## config.mk

```make
export PLATFORM = sky130hd
export DESIGN_NAME = binary_cross_erode_dilate
export DESIGN_NICKNAME = d
export VERILOG_FILES = /design/src/hdl/ecd_pkg.sv /design/src/hdl/ecd_ram.sv /design/src/hdl/ecd_cell.sv /design/src/hdl/ecd_resq.sv /design/src/hdl/binary_cross_erode_dilate.sv
export SDC_FILE = /design/constraint.sdc
export NUM_CORES = 2
export LEC_CHECK = 0
export ABC_AREA = 1
export BUFFER_PORTS_ARGS = -buffer_cell sky130_fd_sc_hd__buf_2
export CORE_UTILIZATION = 32
export DETAILED_ROUTE_END_ITERATION = 10
export SLEW_MARGIN = 20
export SYNTH_ARGS = -nofsm -noshare
export SYNTH_HDL_FRONTEND = slang
export SYNTH_HIERARCHICAL = 1
export SYNTH_SLANG_ARGS = --single-unit
```

## constraint.sdc

```tcl
create_clock -name clk -period 41.3 [get_ports clk]
set_clock_uncertainty 0.1 [all_clocks]
set_input_delay 4.13 -clock clk [delete_from_list [all_inputs] [get_ports clk]]
set_output_delay 4.13 -clock clk [all_outputs]
set_load 0.005 [all_outputs]
```

## src/hdl/ecd_pkg.sv

```systemverilog
// shared types and constants of the binary cross erode/dilate block
// no dependencies; used by ecd_resq and the top level by scoped names

package ecd_pkg;

  // default size limits, handed to the top level parameters
  localparam int MAX_WIDTH_DEF  = 1024;
  localparam int MAX_HEIGHT_DEF = 4096;

  // smallest frame edge the block works on
  localparam int MIN_SIZE = 3;

  // fixed field widths
  localparam int IMG_W_W   = 11;
  localparam int IMG_H_W   = 13;
  localparam int CFG_D_W   = 13;
  localparam int REG_IDX_W = 2;
  localparam int COL_OUT_W = 10;
  localparam int ROW_OUT_W = 12;

  // register indexes of the configuration port
  localparam logic [REG_IDX_W-1:0] REG_MODE_EXPAND  = 2'd0;
  localparam logic [REG_IDX_W-1:0] REG_IMAGE_WIDTH  = 2'd1;
  localparam logic [REG_IDX_W-1:0] REG_IMAGE_HEIGHT = 2'd2;

  // register values after reset
  localparam logic               MODE_RESET   = 1'b1;
  localparam logic [IMG_W_W-1:0] WIDTH_RESET  = 11'd1024;
  localparam logic [IMG_H_W-1:0] HEIGHT_RESET = 13'd768;

  // cells of the window chain (center and left column)
  localparam int WIN_CELLS = 2;

  // entries of the result queue, a power of two
  localparam int RESQ_DEPTH = 4;

  // one result item
  typedef struct packed {
    logic                 pixel;
    logic [COL_OUT_W-1:0] column;
    logic [ROW_OUT_W-1:0] row;
    logic                 last;
  } ecd_res_t;

  // up to two results handed to the queue in one cycle, first one first
  typedef struct packed {
    logic     v0;
    ecd_res_t r0;
    logic     v1;
    ecd_res_t r1;
  } ecd_push_t;

endpackage

```

## src/hdl/ecd_ram.sv

```systemverilog
// generic single-write, single-read RAM with registered read data
// no dependencies

module ecd_ram #(
  parameter int WIDTH = 1,
  parameter int DEPTH = 1024
) (
  input  logic                     clk,
  input  logic                     we,
  input  logic [$clog2(DEPTH)-1:0] waddr,
  input  logic [WIDTH-1:0]         wdata,
  input  logic                     re,
  input  logic [$clog2(DEPTH)-1:0] raddr,
  output logic [WIDTH-1:0]         rdata
);

  logic [WIDTH-1:0] mem [DEPTH];

  // write port
  always_ff @(posedge clk) begin
    if (we) begin
      mem[waddr] <= wdata;
    end
  end

  // registered read, data holds while re is low
  always_ff @(posedge clk) begin
    if (re) begin
      rdata <= mem[raddr];
    end
  end

endmodule

```

## src/hdl/ecd_cell.sv

```systemverilog
// one column cell of the window chain: holds the middle-row pixel of one
// column, hands it to its left neighbor on each step and folds it into the
// running and/or of the cross neighborhood; no package dependencies

module ecd_cell (
  input  logic clk,
  input  logic shift,
  input  logic din,
  input  logic mode_expand,
  input  logic acc_in,
  output logic dout,
  output logic acc_out
);

  // pixel of this column, taken from the right neighbor on each step
  always_ff @(posedge clk) begin
    if (shift) begin
      dout <= din;
    end
  end

  // expand: any black makes black (and); shrink: any white makes white (or)
  assign acc_out = mode_expand ? (acc_in & dout) : (acc_in | dout);

endmodule

```

## src/hdl/ecd_resq.sv

```systemverilog
// result queue: small register queue taking up to two result items a cycle
// and giving one; depends on ecd_pkg

module ecd_resq (
  input  logic                clk,
  input  logic                rst,
  input  ecd_pkg::ecd_push_t  push,
  input  logic                pop,
  output ecd_pkg::ecd_res_t   head,
  output logic                nonempty,
  output logic                room2
);

  localparam int DEPTH = ecd_pkg::RESQ_DEPTH;
  localparam int PW    = $clog2(DEPTH);
  localparam int CNT_W = $clog2(DEPTH + 1);

  ecd_pkg::ecd_res_t mem [DEPTH];
  logic [PW-1:0]     wp;
  logic [PW-1:0]     wp1;
  logic [PW-1:0]     rp;
  logic [CNT_W-1:0]  count;
  logic [CNT_W-1:0]  count_next;

  assign wp1 = wp + PW'(1);
  assign count_next = count + CNT_W'(push.v0) + CNT_W'(push.v1) - CNT_W'(pop);

  // storage, second item packs behind the first
  always_ff @(posedge clk) begin
    if (push.v0) begin
      mem[wp] <= push.r0;
    end
    if (push.v1) begin
      if (push.v0) begin
        mem[wp1] <= push.r1;
      end else begin
        mem[wp] <= push.r1;
      end
    end
  end

  // pointers and fill count
  always_ff @(posedge clk) begin
    if (rst) begin
      wp    <= '0;
      rp    <= '0;
      count <= '0;
    end else begin
      wp    <= wp + PW'(push.v0) + PW'(push.v1);
      rp    <= rp + PW'(pop);
      count <= count_next;
    end
  end

  assign head     = mem[rp];
  assign nonempty = (count != '0);
  assign room2    = (count <= CNT_W'(DEPTH - 2));

  // checks
  a_no_overflow: assert property (@(posedge clk) disable iff (rst)
    count <= CNT_W'(DEPTH))
    else $error("result queue over its depth");

  a_push_has_room: assert property (@(posedge clk) disable iff (rst)
    (push.v0 || push.v1) |-> room2)
    else $error("result pushed without room for two");

  a_pop_nonempty: assert property (@(posedge clk) disable iff (rst)
    pop |-> nonempty)
    else $error("result popped from empty queue");

endmodule

```

## src/hdl/binary_cross_erode_dilate.sv

```systemverilog
// top level of the binary cross erode/dilate block
// depends on ecd_pkg, ecd_ram, ecd_cell and ecd_resq
//
// Usage: pixels enter in raster order on in_valid/in_stall with pixel_in
// (1 white, 0 black); an item is taken at a clock edge with in_valid high
// and in_stall low. Filtered pixels leave on out_valid/out_stall with
// pixel_out, out_column, out_row and frame_last. A pixel of row 0 gives the
// white border pixel of row 0, a pixel of row 1 gives nothing, a pixel of
// row y >= 2 gives the filtered pixel of row y-1, and a pixel of the last
// row also gives its own white border pixel; frame_last marks the final one.
// Configuration (mode_expand, image_width, image_height) is written through
// cfg_we/cfg_index/cfg_data; the user must write it only while no item is in
// flight, the block does not enforce it. Items pass the window stage, then
// the result queue. Throughput: one item per cycle while the queue has room
// for two results; each last-row item gives two results on the single port.
// Reset clears the counters, the pipeline stage and the result queue and
// loads the register defaults; the two line RAMs are not cleared and hold
// nothing meaningful until the first rows have passed.
// A stalled receiver fills a four-entry result queue; the input then stalls
// while the queue has fewer than two free entries and the window stage is full.

module binary_cross_erode_dilate #(
  parameter int MAX_WIDTH  = ecd_pkg::MAX_WIDTH_DEF,
  parameter int MAX_HEIGHT = ecd_pkg::MAX_HEIGHT_DEF
) (
  input  logic                              clk,
  input  logic                              rst,
  // configuration port
  input  logic                              cfg_we,
  input  logic [ecd_pkg::REG_IDX_W-1:0]     cfg_index,
  input  logic [ecd_pkg::CFG_D_W-1:0]       cfg_data,
  // input channel
  input  logic                              in_valid,
  output logic                              in_stall,
  input  logic                              pixel_in,
  // output channel
  output logic                              out_valid,
  input  logic                              out_stall,
  output logic                              pixel_out,
  output logic [ecd_pkg::COL_OUT_W-1:0]     out_column,
  output logic [ecd_pkg::ROW_OUT_W-1:0]     out_row,
  output logic                              frame_last
);

  localparam int CW  = $clog2(MAX_WIDTH);
  localparam int RW  = $clog2(MAX_HEIGHT);
  localparam int WW  = (ecd_pkg::IMG_W_W > CW + 1) ? ecd_pkg::IMG_W_W : CW + 1;
  localparam int HW  = (ecd_pkg::IMG_H_W > RW + 1) ? ecd_pkg::IMG_H_W : RW + 1;
  localparam int COW = ecd_pkg::COL_OUT_W;
  localparam int ROW = ecd_pkg::ROW_OUT_W;
  localparam int WIN = ecd_pkg::WIN_CELLS;

  // item held in the window stage while the line RAM data arrives
  typedef struct packed {
    logic [CW-1:0]  col;
    logic [COW-1:0] col_out;
    logic           pix;
    logic           mode;
    logic           v0;
    logic           filt;
    logic [ROW-1:0] row0;
    logic           v1;
    logic [ROW-1:0] row1;
    logic           last1;
  } s1_t;

  // configuration registers
  logic                        mode_expand;
  logic [ecd_pkg::IMG_W_W-1:0] image_width;
  logic [ecd_pkg::IMG_H_W-1:0] image_height;

  // position of the next input item
  logic [CW-1:0] col_count;
  logic [RW-1:0] row_count;

  logic [WW-1:0] w_cfg;
  logic [WW-1:0] w_eff;
  logic [WW-1:0] w_last;
  logic [HW-1:0] h_cfg;
  logic [HW-1:0] h_eff;
  logic [HW-1:0] h_last;
  logic          last_col;
  logic          last_row;
  logic          row_lt_h;
  logic          row_ge2;
  logic [CW-1:0] next_col;
  logic          in_acc;

  s1_t           s1;
  logic          s1_valid;
  logic          s1_adv;

  logic          older_rd;
  logic          newer_rd;
  logic [WIN:0]  tap;
  logic [WIN:0]  acc;

  ecd_pkg::ecd_push_t push;
  ecd_pkg::ecd_res_t  head;
  logic               q_nonempty;
  logic               q_room2;
  logic               pop;

  // configuration writes
  always_ff @(posedge clk) begin
    if (rst) begin
      mode_expand  <= ecd_pkg::MODE_RESET;
      image_width  <= ecd_pkg::WIDTH_RESET;
      image_height <= ecd_pkg::HEIGHT_RESET;
    end else if (cfg_we) begin
      unique case (cfg_index)
        ecd_pkg::REG_MODE_EXPAND:  mode_expand  <= cfg_data[0];
        ecd_pkg::REG_IMAGE_WIDTH:  image_width  <= cfg_data[ecd_pkg::IMG_W_W-1:0];
        ecd_pkg::REG_IMAGE_HEIGHT: image_height <= cfg_data[ecd_pkg::IMG_H_W-1:0];
        default: ;
      endcase
    end
  end

  // frame size clamped to the supported range
  always_comb begin
    w_cfg = WW'(image_width);
    if (w_cfg < WW'(ecd_pkg::MIN_SIZE)) begin
      w_eff = WW'(ecd_pkg::MIN_SIZE);
    end else if (w_cfg > WW'(MAX_WIDTH)) begin
      w_eff = WW'(MAX_WIDTH);
    end else begin
      w_eff = w_cfg;
    end
    h_cfg = HW'(image_height);
    if (h_cfg < HW'(ecd_pkg::MIN_SIZE)) begin
      h_eff = HW'(ecd_pkg::MIN_SIZE);
    end else if (h_cfg > HW'(MAX_HEIGHT)) begin
      h_eff = HW'(MAX_HEIGHT);
    end else begin
      h_eff = h_cfg;
    end
    w_last = w_eff - WW'(1);
    h_last = h_eff - HW'(1);
  end

  // position decode of the incoming item
  assign last_col = (WW'(col_count) >= w_last);
  assign last_row = (HW'(row_count) >= h_last);
  assign row_lt_h = (HW'(row_count) < h_eff);
  assign row_ge2  = (row_count >= RW'(2));
  assign next_col = last_col ? '0 : col_count + CW'(1);

  // handshake: the stage takes a new item whenever it moves on or is empty
  assign s1_adv   = s1_valid && q_room2;
  assign in_stall = s1_valid && !q_room2;
  assign in_acc   = in_valid && !in_stall;

  // raster counters
  always_ff @(posedge clk) begin
    if (rst) begin
      col_count <= '0;
      row_count <= '0;
    end else if (in_acc) begin
      if (last_col) begin
        col_count <= '0;
        row_count <= last_row ? '0 : row_count + RW'(1);
      end else begin
        col_count <= col_count + CW'(1);
      end
    end
  end

  // window stage control
  always_ff @(posedge clk) begin
    if (rst) begin
      s1_valid <= 1'b0;
    end else if (in_acc) begin
      s1_valid <= 1'b1;
    end else if (s1_adv) begin
      s1_valid <= 1'b0;
    end
  end

  // window stage payload
  always_ff @(posedge clk) begin
    if (in_acc) begin
      s1.col     <= col_count;
      s1.col_out <= COW'(col_count);
      s1.pix     <= pixel_in;
      s1.mode    <= mode_expand;
      s1.v0      <= (row_count == '0) || row_ge2;
      s1.filt    <= row_ge2 && (col_count != '0) && !last_col && row_lt_h;
      s1.row0    <= (row_count == '0) ? '0 : ROW'(row_count - RW'(1));
      s1.v1      <= last_row;
      s1.row1    <= ROW'(row_count);
      s1.last1   <= last_col;
    end
  end

  // line stores: older row read at this column, newer row one column ahead
  ecd_ram #(
    .WIDTH (1),
    .DEPTH (MAX_WIDTH)
  ) u_older (
    .clk   (clk),
    .we    (s1_adv),
    .waddr (s1.col),
    .wdata (tap[1]),
    .re    (in_acc),
    .raddr (col_count),
    .rdata (older_rd)
  );

  ecd_ram #(
    .WIDTH (1),
    .DEPTH (MAX_WIDTH)
  ) u_newer (
    .clk   (clk),
    .we    (s1_adv),
    .waddr (s1.col),
    .wdata (s1.pix),
    .re    (in_acc),
    .raddr (next_col),
    .rdata (newer_rd)
  );

  // window chain: right column from the RAM, then center and left cells
  assign tap[0] = newer_rd;
  assign acc[0] = s1.mode ? (newer_rd & older_rd & s1.pix)
                          : (newer_rd | older_rd | s1.pix);

  for (genvar i = 0; i < WIN; i++) begin : g_cell
    ecd_cell u_cell (
      .clk         (clk),
      .shift       (s1_adv),
      .din         (tap[i]),
      .mode_expand (s1.mode),
      .acc_in      (acc[i]),
      .dout        (tap[i+1]),
      .acc_out     (acc[i+1])
    );
  end

  // results of the item in the window stage
  always_comb begin
    push.v0        = s1_adv && s1.v0;
    push.r0.pixel  = s1.filt ? acc[WIN] : 1'b1;
    push.r0.column = s1.col_out;
    push.r0.row    = s1.row0;
    push.r0.last   = 1'b0;
    push.v1        = s1_adv && s1.v1;
    push.r1.pixel  = 1'b1;
    push.r1.column = s1.col_out;
    push.r1.row    = s1.row1;
    push.r1.last   = s1.last1;
  end

  // result queue and output port
  ecd_resq u_resq (
    .clk      (clk),
    .rst      (rst),
    .push     (push),
    .pop      (pop),
    .head     (head),
    .nonempty (q_nonempty),
    .room2    (q_room2)
  );

  assign out_valid  = q_nonempty;
  assign pop        = out_valid && !out_stall;
  assign pixel_out  = head.pixel;
  assign out_column = head.column;
  assign out_row    = head.row;
  assign frame_last = head.last;

  // checks
  a_col_wrap: assert property (@(posedge clk) disable iff (rst)
    in_acc && last_col |=> col_count == '0)
    else $error("column counter did not wrap after last column");

  a_last_white: assert property (@(posedge clk) disable iff (rst)
    out_valid && frame_last |-> pixel_out)
    else $error("final item of the frame is not a white border pixel");

  a_stage_hold: assert property (@(posedge clk) disable iff (rst)
    s1_valid && !s1_adv |=> s1_valid && $stable(s1.col))
    else $error("window stage lost a held item");

endmodule
```

==> results.json <==
{
  "cts.hold.buffers_added": 0,
  "fin_ws_ps": 34130,
  "intPower_w": 0.00399,
  "post_cts_resize_count": 0,
  "critPathKind": "flop to output port",
  "nNetsFinal": 10426,
  "vias_per_cell": 5.25,
  "synth_ff_type": "edfxtp_1",
  "grt_usage_pct": 19.0,
  "peakVddDrop_mv": 0.0413,
  "grt_pass1_vias": 72272,
  "setup_viol": 0,
  "stdcell_count": 14856,
  "ctsRootBufferMaster": "clkbuf_16",
  "yosys.area.top_type": "edfxtp_1",
  "clk_path_buf_depth": 4,
  "multi_input_area_sq_mm": 0.0321,
  "cp_slowest_cell": "inv_1",
  "post_cts_buffers": 0,
  "syn_to_final_growth_pct": 9.44,
  "violations": "DRC",
  "drc_errors": 24,
  "drt_iter0_markers": 9519,
  "coreArea_sq_mm": 0.324,
  "via_count": 78055,
  "grt-ovfl-total": 0,
  "dp_hpwl_um": 155000,
  "fp.dieW_um": 573,
  "synth_cell_type_count": 47,
  "post-place-ws_ps": 34400,
  "period_share_pct": 17.4,
  "power_frac_seq_pct": 45.8,
  "fp-row-count": 209,
  "synth-edff-count": 2188,
  "postSynthAreaPerCell_sq_um": 9.65,
  "worst-path-buf-inv": 3,
  "power_frac_clock_pct": 35.1,
  "htree_levels": 4,
  "fmax_mhz": 139,
  "drv_cap": 0,
  "min_period_ps": 7170,
  "ys.warnings.count": 6,
  "grt_max_degree": 249,
  "grt_antenna_before_repair": 5,
  "cts_sinks": 2243,
  "finalHoldViolCount": 0,
  "p_comb_share_pct": 19.1,
  "ys_seq_elements": 2243,
  "hold_path_class": "flop to flop",
  "floorplan.initialDensity_pct": 32.2,
  "wire_per_inst_um": 21.8,
  "fill_cells": 32875,
  "ys_seq_area_share_pct": 64.1,
  "switchingPower_w": 0.00173,
  "cp.required_ps": 37070,
  "slew_headroom_pct": 6.39,
  "grt_pass1_wl_um": 474000,
  "ant_nets": 0,
  "gp_congestion": 0.797,
  "cp.arrival_ps": 2940,
  "drive_above_1_share_pct": 6.31,
  "synth.area.top_cells": "edfxtp_1 (63%), nand3_1 (11%), nand2_1 (9.2%), nor2_1 (7.8%), clkbuf_1 (1.5%)",
  "cp_cell_sequence": "buf_4 -> inv_1 -> o211ai_1 -> nand2_1 -> buf_2",
  "path_delay_family": "buffers and inverters",
  "port-buffer-count": 46,
  "end_kind": "output port",
  "powerDensity_mw_per_mm2": 50.1,
  "p_leak_nw": 38.2,
  "dr.pass1.iters": 11,
  "netlist_area_sq_mm": 0.104,
  "report.final.slew_viol_count": 0,
  "postSynthCellCount": 10808,
  "rsz0062_at_grt": "false",
  "synth.top_cell.area_share_pct": 63.0,
  "cts_made_buffers": 226,
  "postSynth.asyncResetShare_pct": 0,
  "ff_latch_area_sq_mm": 0.0668,
  "fin_tns_setup_ps": 0,
  "fp.dieH_um": 573,
  "p_sw_share_pct": 30.2,
  "status": "finished, violations left",
  "cp_max_fo": 26,
  "clk_pin_slew_ps": 60,
  "slowest_delay_ps": 860,
  "dp_cells": 14453,
  "start_kind": "flop",
  "io_pins": 47,
  "cts_tree": "built",
  "worstMarginPinSlew_ps": 1400,
  "clk_latency_ps": 920,
  "finalWirelength_um": 325000,
  "die-area_sq_mm": 0.328
}
-- metal layers --
layer	global-route usage, %	vias up	part of all wire, %
met2	32.0	3405	48
met5	0	-	0
met3	2.49	592	8.5
met1	25.2	38563	41
met4	6.36	0	3.3
li1	-	35495	-
-- power groups by stage --
stage	Clock (W)	Combinational [W]	Sequential (W)
global placement	0	0.00107	0.00267
floorplan	0	0.000693	0.00278
global route	0.00212	0.00119	0.00262
finish	0.00201	0.00109	0.00262
detailed placement	0	0.00108	0.00267
CTS	0.00204	0.00108	0.00262
-- cell families after synthesis --
kind of cell,after synthesis,share of synthesized area (%)
XOR/XNOR,35,0.294
AO/OA/AOI/OAI,161,0.942
buffers and inverters,1194,5.48
AND/OR/NAND/NOR,7125,28.6
adder cells (fa/ha/maj),48,0.597
other,2,0.00720
flip-flops,2243,64.1
-- cell usage after synthesis (7+ instances only) --
cell type  count
nand4_1       23
nor2_1      2171
clkbuf_1     410
buf_4         16
edfxtp_1    2188
buf_6        106
nor2_2        11
xnor2_1        7
nor3_1        54
xor2_1        28
o21ai_0       47
o211ai_1      49
nand3_1     2266
dfxtp_1       55
inv_1        293
nand2_2        7
buf_2        278
nand2_1     2570
a21oi_1       47
inv_2         11
ha_1          45
a21oi_2        9
buf_1         72
-- worst paths after layout --
| path | start | end | slack, ps | cells after the start |
|---|---|---|---|---|
| worst max-delay path | u_resq/rp[1]$_SDFF_PP0_ | frame_last | 34130 | 5 |
| worst min-delay path | row_count[10]$_SDFFE_PP0P_ | push[11]$_DFFE_PP_ | 390 | 0 |
| worst max register to register | image_width[5]$_SDFFE_PP0P_ | u_newer/rdata$_DFFE_PP_ | 34280 | 38 |
| worst min register to register | row_count[10]$_SDFFE_PP0P_ | push[11]$_DFFE_PP_ | 390 | 0 |
-- metrics by stage --
step                      instance area, sq um  power, W  hold slack, ps  utilization [%]
after floorplan                         104000   0.00347             309                -
after global placement                  107000   0.00374             375             33.0
after detailed placement                107000   0.00374             386             33.0
after CTS                               114000   0.00573             377             35.2
after global routing                    114000   0.00592             402             35.2
final                                   114000   0.00572             389             35.2
-- state kept, by name (all words and copies together) (netlist names), 2 cells and up --
signal              flops
col_count              10
g_cell.u_cell/dout      2
h_cfg                  13
image_width            11
push                   35
row_count              12
s1                      5
u_newer/mem          1024
u_older/mem          1024
u_resq/count            3
u_resq/mem             96
u_resq/rp               2
u_resq/wp               2
-- layout by cell type, fill, tap and decap left out, types with 52 or more instances in the layout --
| cell type | instances |
|---|---|
| nand2_2 | 81 |
| inv_1 | 283 |
| nand2_1 | 2488 |
| nor2_1 | 2168 |
| clkbuf_1 | 52 |
| edfxtp_1 | 2188 |
| clkinv_1 | 54 |
| nand3_1 | 2260 |
| clkbuf_16 | 228 |
| buf_4 | 142 |
-- cell type report --
class | instances | area share [%]
Timing Repair Buffer | 202 | 1.39
Clock inverter | 118 | 0.948
Tap cell | 4325 | 4.74
Multi-Input combinational cell | 7375 | 28.1
Inverter | 309 | 1.09
Antenna cell | 4 | 0.00877
Sequential cell | 2243 | 58.5
Clock buffer | 280 | 5.17
No activity file was read; power rests on OpenSTA's default activity.
